## config.mk

```make
export PLATFORM = sky130hd
export DESIGN_NAME = preemptive_priority_scheduler_top
export DESIGN_NICKNAME = d
export VERILOG_FILES = /design/src/design/pps_pkg.sv /design/src/design/preemptive_priority_scheduler_top.sv
export SDC_FILE = /design/constraint.sdc
export NUM_CORES = 1
export LEC_CHECK = 0
export BUFFER_PORTS_ARGS = -buffer_cell sky130_fd_sc_hd__buf_4
export CAP_MARGIN = 20
export CORE_MARGIN = 5
export CORE_UTILIZATION = 45
export CTS_CLUSTER_DIAMETER = 60
export DETAILED_ROUTE_END_ITERATION = 7
export PLACE_DENSITY = 0.68
export SYNTH_ARGS = -nofsm -noshare
export SYNTH_HDL_FRONTEND = slang
export SYNTH_SLANG_ARGS = --single-unit
```

## constraint.sdc

```tcl
create_clock -name aclk -period 6.5 [get_ports aclk]
set_clock_uncertainty 0.1 [all_clocks]
set_input_delay 1.625 -clock aclk [delete_from_list [all_inputs] [get_ports aclk]]
set_output_delay 1.625 -clock aclk [all_outputs]
set_load 0.02 [all_outputs]
```

## src/design/pps_pkg.sv

```systemverilog
`default_nettype none
// ----------------------------------------------------------------------------
// pps_pkg
// Shared types, codes and default sizes of the preemptive priority scheduler.
// ----------------------------------------------------------------------------
package pps_pkg;

    localparam int MAX_TASKS_DEF = 16;
    localparam int TIME_BITS_DEF = 16;
    localparam int SLOT_BITS     = 4;
    localparam int PRIO_BITS     = 8;
    localparam int KIND_BITS     = 2;

    localparam logic OP_LOAD = 1'b0;
    localparam logic OP_TICK = 1'b1;

    localparam logic [KIND_BITS-1:0] KIND_LOAD = 2'd0;
    localparam logic [KIND_BITS-1:0] KIND_RAN  = 2'd1;
    localparam logic [KIND_BITS-1:0] KIND_IDLE = 2'd2;
    localparam logic [KIND_BITS-1:0] KIND_DONE = 2'd3;

    typedef enum logic [1:0] {
        ST_IDLE,
        ST_SCAN,
        ST_EXEC,
        ST_FIN
    } pps_state_t;

endpackage
`default_nettype wire

```

## src/design/preemptive_priority_scheduler_top.sv

```systemverilog
`default_nettype none
// ----------------------------------------------------------------------------
// preemptive_priority_scheduler_top
// Task table in one synchronous memory; a tick scans it for the most urgent
// ready task, charges one unit of work to it and reports the outcome.
// ----------------------------------------------------------------------------
// Load: accepted in ST_IDLE, result loaded into the output register in ST_FIN.
// Tick: ST_SCAN walks the slots, reading one entry per cycle through the single
// memory read port, then ST_EXEC charges the chosen task and ST_FIN loads the result.
// A new transaction is accepted only back in ST_IDLE, after the result is loaded.
// Results wait in an output register; a stalled output holds the FSM in ST_FIN.
// Reset clears the valid bits, the time and all control state.
module preemptive_priority_scheduler_top #(
    parameter int MAX_TASKS = pps_pkg::MAX_TASKS_DEF,
    parameter int TIME_BITS = pps_pkg::TIME_BITS_DEF,
    localparam int S_DATA_W = ((pps_pkg::SLOT_BITS + 2 * TIME_BITS + pps_pkg::PRIO_BITS
                               + 7) / 8) * 8,
    localparam int M_DATA_W = ((pps_pkg::SLOT_BITS + 1 + 4 * TIME_BITS + 7) / 8) * 8
) (
    input  wire logic                           aclk,
    input  wire logic                           aresetn,
    input  wire logic                           s_tvalid,
    output logic                                s_tready,
    // slot, arrival_time, burst_length, task_priority
    input  wire logic [S_DATA_W-1:0]            s_tdata,
    // opcode
    input  wire logic                           s_tuser,
    output logic                                m_tvalid,
    input  wire logic                           m_tready,
    // chosen_slot, tick_start, finished, finish_time, turnaround, waiting
    output logic [M_DATA_W-1:0]                 m_tdata,
    // kind
    output logic [pps_pkg::KIND_BITS-1:0]       m_tuser
);

    import pps_pkg::*;

    localparam int SLOT_W = $clog2(MAX_TASKS);
    localparam int CNT_W  = $clog2(MAX_TASKS + 1);
    localparam int ENT_W  = 3 * TIME_BITS + PRIO_BITS;
    localparam logic [TIME_BITS-1:0] TIME_MAX = '1;

    pps_state_t state_reg, state_next;

    logic [ENT_W-1:0]     mem [MAX_TASKS];
    logic [ENT_W-1:0]     rd_data_reg;
    logic [SLOT_W-1:0]    rd_idx_reg;
    logic                 mem_we;
    logic [SLOT_W-1:0]    mem_waddr;
    logic [ENT_W-1:0]     mem_wdata;
    logic [SLOT_W-1:0]    mem_raddr;

    logic [MAX_TASKS-1:0] valid_reg;
    logic [TIME_BITS-1:0] time_reg;
    logic [CNT_W-1:0]     scan_cnt_reg;

    logic                 pending_reg;
    logic                 found_reg;
    logic [SLOT_W-1:0]    best_idx_reg;
    logic [PRIO_BITS-1:0] best_pri_reg;
    logic [TIME_BITS-1:0] best_arr_reg;
    logic [TIME_BITS-1:0] best_burst_reg;
    logic [TIME_BITS-1:0] best_rem_reg;

    logic [KIND_BITS-1:0] res_kind_reg;
    logic [SLOT_BITS-1:0] res_slot_reg;
    logic [TIME_BITS-1:0] res_tick_reg;
    logic                 res_fin_reg;
    logic [TIME_BITS-1:0] res_ct_reg;
    logic [TIME_BITS-1:0] res_tat_reg;

    logic                 m_tvalid_reg;
    logic [M_DATA_W-1:0]  m_tdata_reg;
    logic [KIND_BITS-1:0] m_tuser_reg;

    logic                 in_fire;
    logic                 out_load;
    logic                 scan_last;

    logic [SLOT_BITS-1:0] in_slot;
    logic [TIME_BITS-1:0] in_arr;
    logic [TIME_BITS-1:0] in_burst;
    logic [PRIO_BITS-1:0] in_pri;
    logic                 in_slot_ok;

    logic [PRIO_BITS-1:0] ent_pri;
    logic [TIME_BITS-1:0] ent_rem;
    logic [TIME_BITS-1:0] ent_burst;
    logic [TIME_BITS-1:0] ent_arr;
    logic                 ent_cand;
    logic                 ent_better;

    logic [TIME_BITS-1:0] time_inc;
    logic [TIME_BITS-1:0] res_wt;

    assign in_slot    = s_tdata[SLOT_BITS-1:0];
    assign in_arr     = s_tdata[SLOT_BITS +: TIME_BITS];
    assign in_burst   = s_tdata[SLOT_BITS + TIME_BITS +: TIME_BITS];
    assign in_pri     = s_tdata[SLOT_BITS + 2 * TIME_BITS +: PRIO_BITS];
    assign in_slot_ok = 32'(in_slot) < MAX_TASKS;
    assign in_fire    = s_tvalid && s_tready;
    assign scan_last  = scan_cnt_reg == CNT_W'(MAX_TASKS);

    assign ent_pri    = rd_data_reg[PRIO_BITS-1:0];
    assign ent_rem    = rd_data_reg[PRIO_BITS +: TIME_BITS];
    assign ent_burst  = rd_data_reg[PRIO_BITS + TIME_BITS +: TIME_BITS];
    assign ent_arr    = rd_data_reg[PRIO_BITS + 2 * TIME_BITS +: TIME_BITS];
    assign ent_cand   = valid_reg[rd_idx_reg] && (ent_rem != '0);
    assign ent_better = !found_reg || (ent_pri < best_pri_reg)
                        || ((ent_pri == best_pri_reg) && (ent_arr < best_arr_reg));

    assign time_inc   = (time_reg == TIME_MAX) ? time_reg : time_reg + TIME_BITS'(1);
    assign res_wt     = (res_fin_reg && (res_tat_reg >= best_burst_reg))
                        ? res_tat_reg - best_burst_reg : '0;

    always_comb begin
        state_next = state_reg;
        case (state_reg)
            ST_IDLE: begin
                if (in_fire) begin
                    state_next = (s_tuser == OP_TICK) ? ST_SCAN : ST_FIN;
                end
            end
            ST_SCAN: begin
                if (scan_last) begin
                    state_next = ST_EXEC;
                end
            end
            ST_EXEC: begin
                state_next = ST_FIN;
            end
            ST_FIN: begin
                if (out_load) begin
                    state_next = ST_IDLE;
                end
            end
            default: begin
                state_next = ST_IDLE;
            end
        endcase
    end

    always_comb begin
        s_tready  = 1'b0;
        mem_we    = 1'b0;
        mem_waddr = best_idx_reg;
        mem_wdata = {best_arr_reg, best_burst_reg, best_rem_reg - TIME_BITS'(1), best_pri_reg};
        mem_raddr = scan_cnt_reg[SLOT_W-1:0];
        out_load  = 1'b0;
        case (state_reg)
            ST_IDLE: begin
                s_tready  = 1'b1;
                mem_we    = in_fire && (s_tuser == OP_LOAD) && in_slot_ok;
                mem_waddr = SLOT_W'(in_slot);
                mem_wdata = {in_arr, in_burst, in_burst, in_pri};
            end
            ST_SCAN: begin
            end
            ST_EXEC: begin
                mem_we = pending_reg && found_reg;
            end
            ST_FIN: begin
                out_load = !m_tvalid_reg || m_tready;
            end
            default: begin
            end
        endcase
    end

    always_ff @(posedge aclk) begin
        if (mem_we) begin
            mem[mem_waddr] <= mem_wdata;
        end
        rd_data_reg <= mem[mem_raddr];
        rd_idx_reg  <= mem_raddr;
    end

    always_ff @(posedge aclk) begin
        if (!aresetn) begin
            state_reg    <= ST_IDLE;
            valid_reg    <= '0;
            time_reg     <= '0;
            scan_cnt_reg <= '0;
            pending_reg  <= 1'b0;
            found_reg    <= 1'b0;
            m_tvalid_reg <= 1'b0;
        end else begin
            state_reg <= state_next;
            if (out_load) begin
                m_tvalid_reg <= 1'b1;
            end else if (m_tready) begin
                m_tvalid_reg <= 1'b0;
            end
            case (state_reg)
                ST_IDLE: begin
                    scan_cnt_reg <= '0;
                    pending_reg  <= 1'b0;
                    found_reg    <= 1'b0;
                    if (in_fire && (s_tuser == OP_LOAD) && in_slot_ok) begin
                        valid_reg[SLOT_W'(in_slot)] <= 1'b1;
                    end
                end
                ST_SCAN: begin
                    scan_cnt_reg <= scan_cnt_reg + CNT_W'(1);
                    if ((scan_cnt_reg != '0) && ent_cand) begin
                        pending_reg <= 1'b1;
                        if ((ent_arr <= time_reg) && ent_better) begin
                            found_reg <= 1'b1;
                        end
                    end
                end
                ST_EXEC: begin
                    if (pending_reg) begin
                        time_reg <= time_inc;
                    end
                end
                default: begin
                end
            endcase
        end
    end

    always_ff @(posedge aclk) begin
        case (state_reg)
            ST_IDLE: begin
                res_kind_reg <= KIND_LOAD;
                res_slot_reg <= '0;
                res_tick_reg <= '0;
                res_fin_reg  <= 1'b0;
                res_ct_reg   <= '0;
                res_tat_reg  <= '0;
            end
            ST_SCAN: begin
                if ((scan_cnt_reg != '0) && ent_cand && (ent_arr <= time_reg) && ent_better)
                begin
                    best_idx_reg   <= rd_idx_reg;
                    best_pri_reg   <= ent_pri;
                    best_arr_reg   <= ent_arr;
                    best_burst_reg <= ent_burst;
                    best_rem_reg   <= ent_rem;
                end
            end
            ST_EXEC: begin
                res_tick_reg <= time_reg;
                if (!pending_reg) begin
                    res_kind_reg <= KIND_DONE;
                end else if (!found_reg) begin
                    res_kind_reg <= KIND_IDLE;
                end else begin
                    res_kind_reg <= KIND_RAN;
                    res_slot_reg <= SLOT_BITS'(best_idx_reg);
                    if (best_rem_reg == TIME_BITS'(1)) begin
                        res_fin_reg <= 1'b1;
                        res_ct_reg  <= time_inc;
                        res_tat_reg <= (time_inc >= best_arr_reg)
                                       ? time_inc - best_arr_reg : '0;
                    end
                end
            end
            ST_FIN: begin
                if (out_load) begin
                    m_tuser_reg <= res_kind_reg;
                    m_tdata_reg <= M_DATA_W'({res_wt, res_tat_reg, res_ct_reg, res_fin_reg,
                                              res_tick_reg, res_slot_reg});
                end
            end
            default: begin
            end
        endcase
    end

    assign m_tvalid = m_tvalid_reg;
    assign m_tdata  = m_tdata_reg;
    assign m_tuser  = m_tuser_reg;

endmodule
`default_nettype wire

```

==> results.json, run 1 <==
{
  "peakVddDrop_v": 0.000213,
  "n_fill_cell": 7899,
  "fin_area_um2": 53400,
  "max_cap_violations": 0,
  "synth_cells": 2391,
  "io_pins": 129,
  "cts_htree_levels": 3,
  "cts.sinks": 1184,
  "finalCritPeriodShare": 0.764,
  "ys_seq_area_frac": 0.740,
  "synth_area_leader_cell": "edfxtp_1",
  "status": "finished, final reports clean",
  "clk_latency_ns": 0.68,
  "synth_top_area_share": 0.697,
  "core.rowCount": 118,
  "path_class": "register to register",
  "tightest_slew_ns": 1.10,
  "cts_tree": "built",
  "antenna_found_initial": 2,
  "grt_usage": 0.189,
  "multiInputGateArea_um2": 11400,
  "clk_pin_slew_worst_paths_ns": 0.06,
  "numPortBuffers": 121,
  "drv_slew": 0,
  "rsz0062_at_grt": "false",
  "slew_headroom": 0.268,
  "drt-total-wl_um": 106000,
  "dr.pass1.iters": 5,
  "synthTopCellsByArea": "edfxtp_1 (70%), mux4_2 (14%), dfxtp_1 (4.4%)",
  "synthesis.area_um2": 46600,
  "met1_usage": 0.258,
  "drt-initial-drc-count": 2080,
  "max_freq_ghz": 0.201,
  "hold_path_class": "register to register",
  "dp_hpwl_um": 63000,
  "crit_path_start_kind": "register",
  "ant_nets": 0,
  "overflow": 0,
  "largest_reg_flops": 896,
  "power.density_nw_per_um2": 373,
  "regArea_um2": 34500,
  "end_kind": "register",
  "drc": 0,
  "cts_hold_buf": 0,
  "numCtsBuffers": 114,
  "gp_congestion": 0.855,
  "p_leak_uw": 0.0173,
  "crit_arrival_ns": 5.26,
  "fp.dieW_um": 332,
  "wire_per_inst_um": 25.8,
  "mostFrequentLayoutCells": "edfxtp_1 (1082), mux4_2 (284), buf_4 (186)",
  "root_buffer": "clkbuf_16",
  "synthFlopType": "edfxtp_1",
  "setup_viol": 0,
  "start_util": 0.452,
  "vias_per_cell": 5.70,
  "grt.met2_usage": 0.317,
  "drive_gt1_frac": 0.263,
  "fin_crit_ns": 4.96,
  "ys_types": 69,
  "grt_pass1_wl_um": 157000,
  "post_cts_resized": 0,
  "hold_viol_final": 0,
  "clock_path_buffers": 3,
  "cpMostUsedCell": "ha_1",
  "fp.dieH_um": 332,
  "tns_ns": 0,
  "cpPeakStageDelay_ns": 0.49,
  "synth_enable_flop_cells": 1082,
  "final_nets": 2749,
  "use_met3": 0.0335,
  "path_cells": "ha_1 > nand4_1 > nor4_4 > nand3_1 > xnor2_1 > ha_1 > inv_1 > fa_1 > a21o_1 > a211oi_1 > o21bai_1 > o21ai_1 > a31oi_1 > o21ai_2 > nor2_1",
  "cp_max_fo": 16,
  "postSynthRegisterBits": 1184,
  "grt_pass1_vias": 23900,
  "die_area_um2": 110000,
  "synth-async-reset-ratio": 0,
  "place_area_um2": 49600,
  "ys_warn_count": 0,
  "cp_slowest_cell": "o21ai_2",
  "vias": 23300,
  "grt_max_degree": 70,
  "coreArea_um2": 103000,
  "mostFrequentLayoutCell": "edfxtp_1",
  "synth.avg_cell_area_um2": 19.5,
  "crit_required_ns": 6.80,
  "cts_setup_buffers": 0,
  "top_usage_layer": "met2",
  "syn_to_final_growth_pct": 14.6
}
==> critical path, delay by kind of cell (launching register included) <==
family | cells | cell delay [ns]
AO/OA/AOI/OAI | 6 | 1.43
XOR/XNOR | 1 | 0.44
adder cells (fa/ha/maj) | 3 | 1.00
buffers and inverters | 1 | 0.07
flip-flops | 1 | 0.48
AND/OR/NAND/NOR | 4 | 1.16
==> worst paths after layout <==
kind / startpoint / to / slack (ns) / depth (start not counted)
worst max-delay path: time_reg[0] / res_tat_reg[8] / 1.54 / 15
worst min-delay path: rd_data_reg[31] / best_burst_reg[7] / 0.30 / 0
worst max register to register: time_reg[0] / res_tat_reg[8] / 1.54 / 15
worst min register to register: rd_data_reg[31] / best_burst_reg[7] / 0.30 / 0
==> stage by stage <==
stage           util  hold WS [ns]  setup slack (ns)  instances  power (µW)
2_1_floorplan      -         0.229              1.05       2393       12300
3_3_place_gp   0.479         0.287              1.57       3852       13200
3_5_place_dp   0.481         0.289              1.51       3877       13400
4_1_cts        0.518         0.303              1.49       4093       20100
5_1_grt        0.518         0.309              1.12       4094       20700
6_report       0.518         0.303              1.54       4096       19900
==> area by class of cell <==
| cell class | count | share of cell area |
|---|---|---|
| sequential | 1184 | 0.647 |
| antenna | 2 | 0.0000937 |
| timing repair buffer | 210 | 0.0302 |
| inverter | 77 | 0.00541 |
| tap | 1380 | 0.0323 |
| multi-input combinational | 1027 | 0.214 |
| clock inverter | 66 | 0.0138 |
| clock buffer | 150 | 0.0578 |
==> where the power goes <==
part	switching, µW	internal (µW)
Clock	2790	3880
Combinational	2050	1290
Sequential	244	9650
Total	5090	14800
==> cell families (layout without fill, tap and decap cells) <==
family                     Yosys count  after routing  share of synthesized area
AOI/OAI and AO/OA                  218            218                     0.0292
xor gates and xnor gates            55             55                     0.0103
adders and majority gates           82             82                     0.0223
buffers and inverters              182            503                     0.0181
DFF                               1184           1184                      0.740
muxes                              294            294                      0.140
other                                1              5                  0.0000804
and+or+nand+nor                    375            375                     0.0397
==> synthesized netlist by cell type (11+ instances only) <==
cell type / count
buf_1: 11
nand3_1: 28
buf_2: 22
o21ai_0: 69
nand4_1: 20
a21oi_1: 54
nor3_1: 27
xor2_1: 13
mux4_2: 284
nor3b_1: 13
o21a_1: 21
a21o_1: 16
edfxtp_1: 1082
ha_1: 80
buf_6: 16
xnor2_1: 42
dfxtp_1: 102
nand2_1: 104
inv_1: 77
nor2b_1: 22
clkbuf_1: 52
and2_1: 31
nor2_1: 90
==> routing by layer <==
layer / share of wire / wire length [µm]
met2: 0.50 / 52400
met1: 0.40 / 42500
met3: 0.076 / 8070
met5: 0.00012 / 13
met4: 0.027 / 2800
No activity file was read; power rests on OpenSTA's default activity.
==> run 2: changes to the inputs <==
--- a/config.mk
+++ b/config.mk
@@ -11,7 +11,7 @@
 export CORE_UTILIZATION = 45
 export CTS_CLUSTER_DIAMETER = 60
 export DETAILED_ROUTE_END_ITERATION = 7
-export PLACE_DENSITY = 0.68
+export PLACE_DENSITY = 0.7
 export SYNTH_ARGS = -nofsm -noshare
 export SYNTH_HDL_FRONTEND = slang
 export SYNTH_SLANG_ARGS = --single-unit
==> constraint.sdc (replaced) <==
create_clock -name aclk -period 4.13 [get_ports aclk]
set_clock_uncertainty 0.1 [all_clocks]
set_input_delay 1.0325 -clock aclk [delete_from_list [all_inputs] [get_ports aclk]]
set_output_delay 1.0325 -clock aclk [all_outputs]
set_load 0.02 [all_outputs]
==> run 2 against run 1 <==
- hold slack worse by 0.0024 ns
- sequential power up 58%
- total power up 58%
- global-route usage up 0.29 points
- sequential share of layout area down 0.42 points
==> results.json, run 2 (synthesis gave the netlist of run 1 again) <==
{
  "vias_per_cell": 5.73,
  "internal-power_uw": 23400,
  "overflow": 0,
  "max_cap_violations": 0,
  "rsz0062_at_grt": "false",
  "fp.dieH_um": 332,
  "die_area_um2": 110000,
  "worst_r2r_path_depth": 16,
  "cts.sinks": 1184,
  "crit_buf_inv": 2,
  "path_cells": "ha_1 > nand4_1 > nor4_4 > nand3_2 > xnor2_2 > ha_2 > inv_1 > fa_1 > a21o_1 > a211oi_2 > o21bai_2 > o21ai_1 > a31oi_1 > o21ai_2 > buf_6 > nor2_1",
  "cpPeakStageDelay_ns": 0.43,
  "coreArea_um2": 103000,
  "dp_cells": 3884,
  "clk_latency_ns": 0.70,
  "fin_crit_ns": 3.86,
  "cp_slowest_cell": "fa_1",
  "wire_per_inst_um": 26.0,
  "status": "finished, final reports clean",
  "p_sw_frac": 0.256,
  "drv_slew": 0,
  "slew_headroom": 0.296,
  "dp_hpwl_um": 60600,
  "drive_gt1_frac": 0.267,
  "tightest_slew_ns": 1.05,
  "max_freq_ghz": 0.259,
  "antenna_found_initial": 2,
  "core.rowCount": 118,
  "fp.dieW_um": 332,
  "grt_pass1_vias": 24300,
  "p_switching_uw": 8030,
  "grt_pass1_wl_um": 159000,
  "hold_viol_final": 0,
  "pwr-share-seq": 0.498,
  "end_kind": "register",
  "drc": 0,
  "path_class": "register to register",
  "cts_htree_levels": 3,
  "critical-path-top-delay-family": "compound AO/OA/AOI/OAI gates",
  "crit_required_ns": 4.48,
  "pwr-share-comb": 0.168,
  "clock_path_buffers": 3,
  "crit_path_start_kind": "register",
  "cts_hold_buf": 0,
  "drt-total-wl_um": 107000,
  "stdcell_count": 4103,
  "ant_nets": 0,
  "cts_tree": "built",
  "whs_ns": 0.300,
  "syn_to_final_growth_pct": 15.3,
  "crit_arrival_ns": 4.21,
  "io_pins": 129,
  "setup_viol": 0,
  "crit_cells": 16,
  "p_leak_uw": 0.0175,
  "drt-initial-drc-count": 2169,
  "post-route-util": 0.521,
  "mostFrequentLayoutCells": "edfxtp_1 (1082), mux4_2 (284), buf_4 (180)",
  "numCtsBuffers": 112,
  "tns_ns": 0,
  "grt_max_degree": 130,
  "finalCritPeriodShare": 0.935,
  "peakVddDrop_v": 0.000347,
  "gp_congestion": 0.840,
  "min_path_cells": 0,
  "start_util": 0.452,
  "clockPowerShare": 0.335,
  "final_nets": 2756,
  "largest_reg_flops": 896,
  "root_buffer": "clkbuf_16",
  "vias": 23500,
  "n_fill_cell": 7926,
  "mostFrequentLayoutCell": "edfxtp_1",
  "grt_usage": 0.192,
  "clk_pin_slew_worst_paths_ns": 0.06,
  "cp_max_fo": 16,
  "power.density_nw_per_um2": 584,
  "total_power_uw": 31400,
  "numPortBuffers": 121,
  "dr.pass1.iters": 5,
  "hold_path_class": "register to register"
}
-- run 2: area by class of cell --
type	instances	area [µm²]	share of cell area
inverter	77	289	0.00537
clock inverter	70	782	0.0145
sequential	1184	34500	0.642
antenna	3	7.51	0.000140
tap	1380	1730	0.0321
multi-input combinational	1027	11500	0.213
clock buffer	143	3020	0.0561
timing repair buffer	219	1960	0.0364
-- run 2: path summary, 6_finish.rpt --
path,startpoint,to,slack [ns]
worst max register to register,time_reg[1],res_tat_reg[2],0.27
worst min register to register,rd_data_reg[31],best_burst_reg[7],0.30
worst min-delay path,rd_data_reg[31],best_burst_reg[7],0.30
worst max-delay path,time_reg[1],res_tat_reg[2],0.27
-- run 2: what timing repair did --
action	4_1_cts	5_1_grt
setup endpoints to repair	0	16
resized for setup	0	10
setup buffers	0	2
-- run 2: power groups by stage --
stage,Clock [µW],Sequential (µW),Combinational (µW)
after CTS,10700,15700,5290
after detailed placement,0,15900,5270
after global placement,0,15900,4970
final,10500,15600,5260
after floorplan,0,15800,3510
after global routing,11200,15700,5740
-- run 2: routing by layer --
layer	up-vias	global-route usage	wire length, µm
met5	-	0	0
met4	0	0.0559	2780
met3	177	0.0348	8460
met2	997	0.314	51800
met1	12300	0.269	43800
li1	10100	-	-
-- run 2: metrics by stage --
step                      instance area [µm²]  worst slack, ns
after floorplan                         46700           -0.486
after global placement                  49900            0.201
after detailed placement                49900            0.166
after CTS                               53700            0.151
after global routing                    53800           0.0385
final                                   53800            0.269
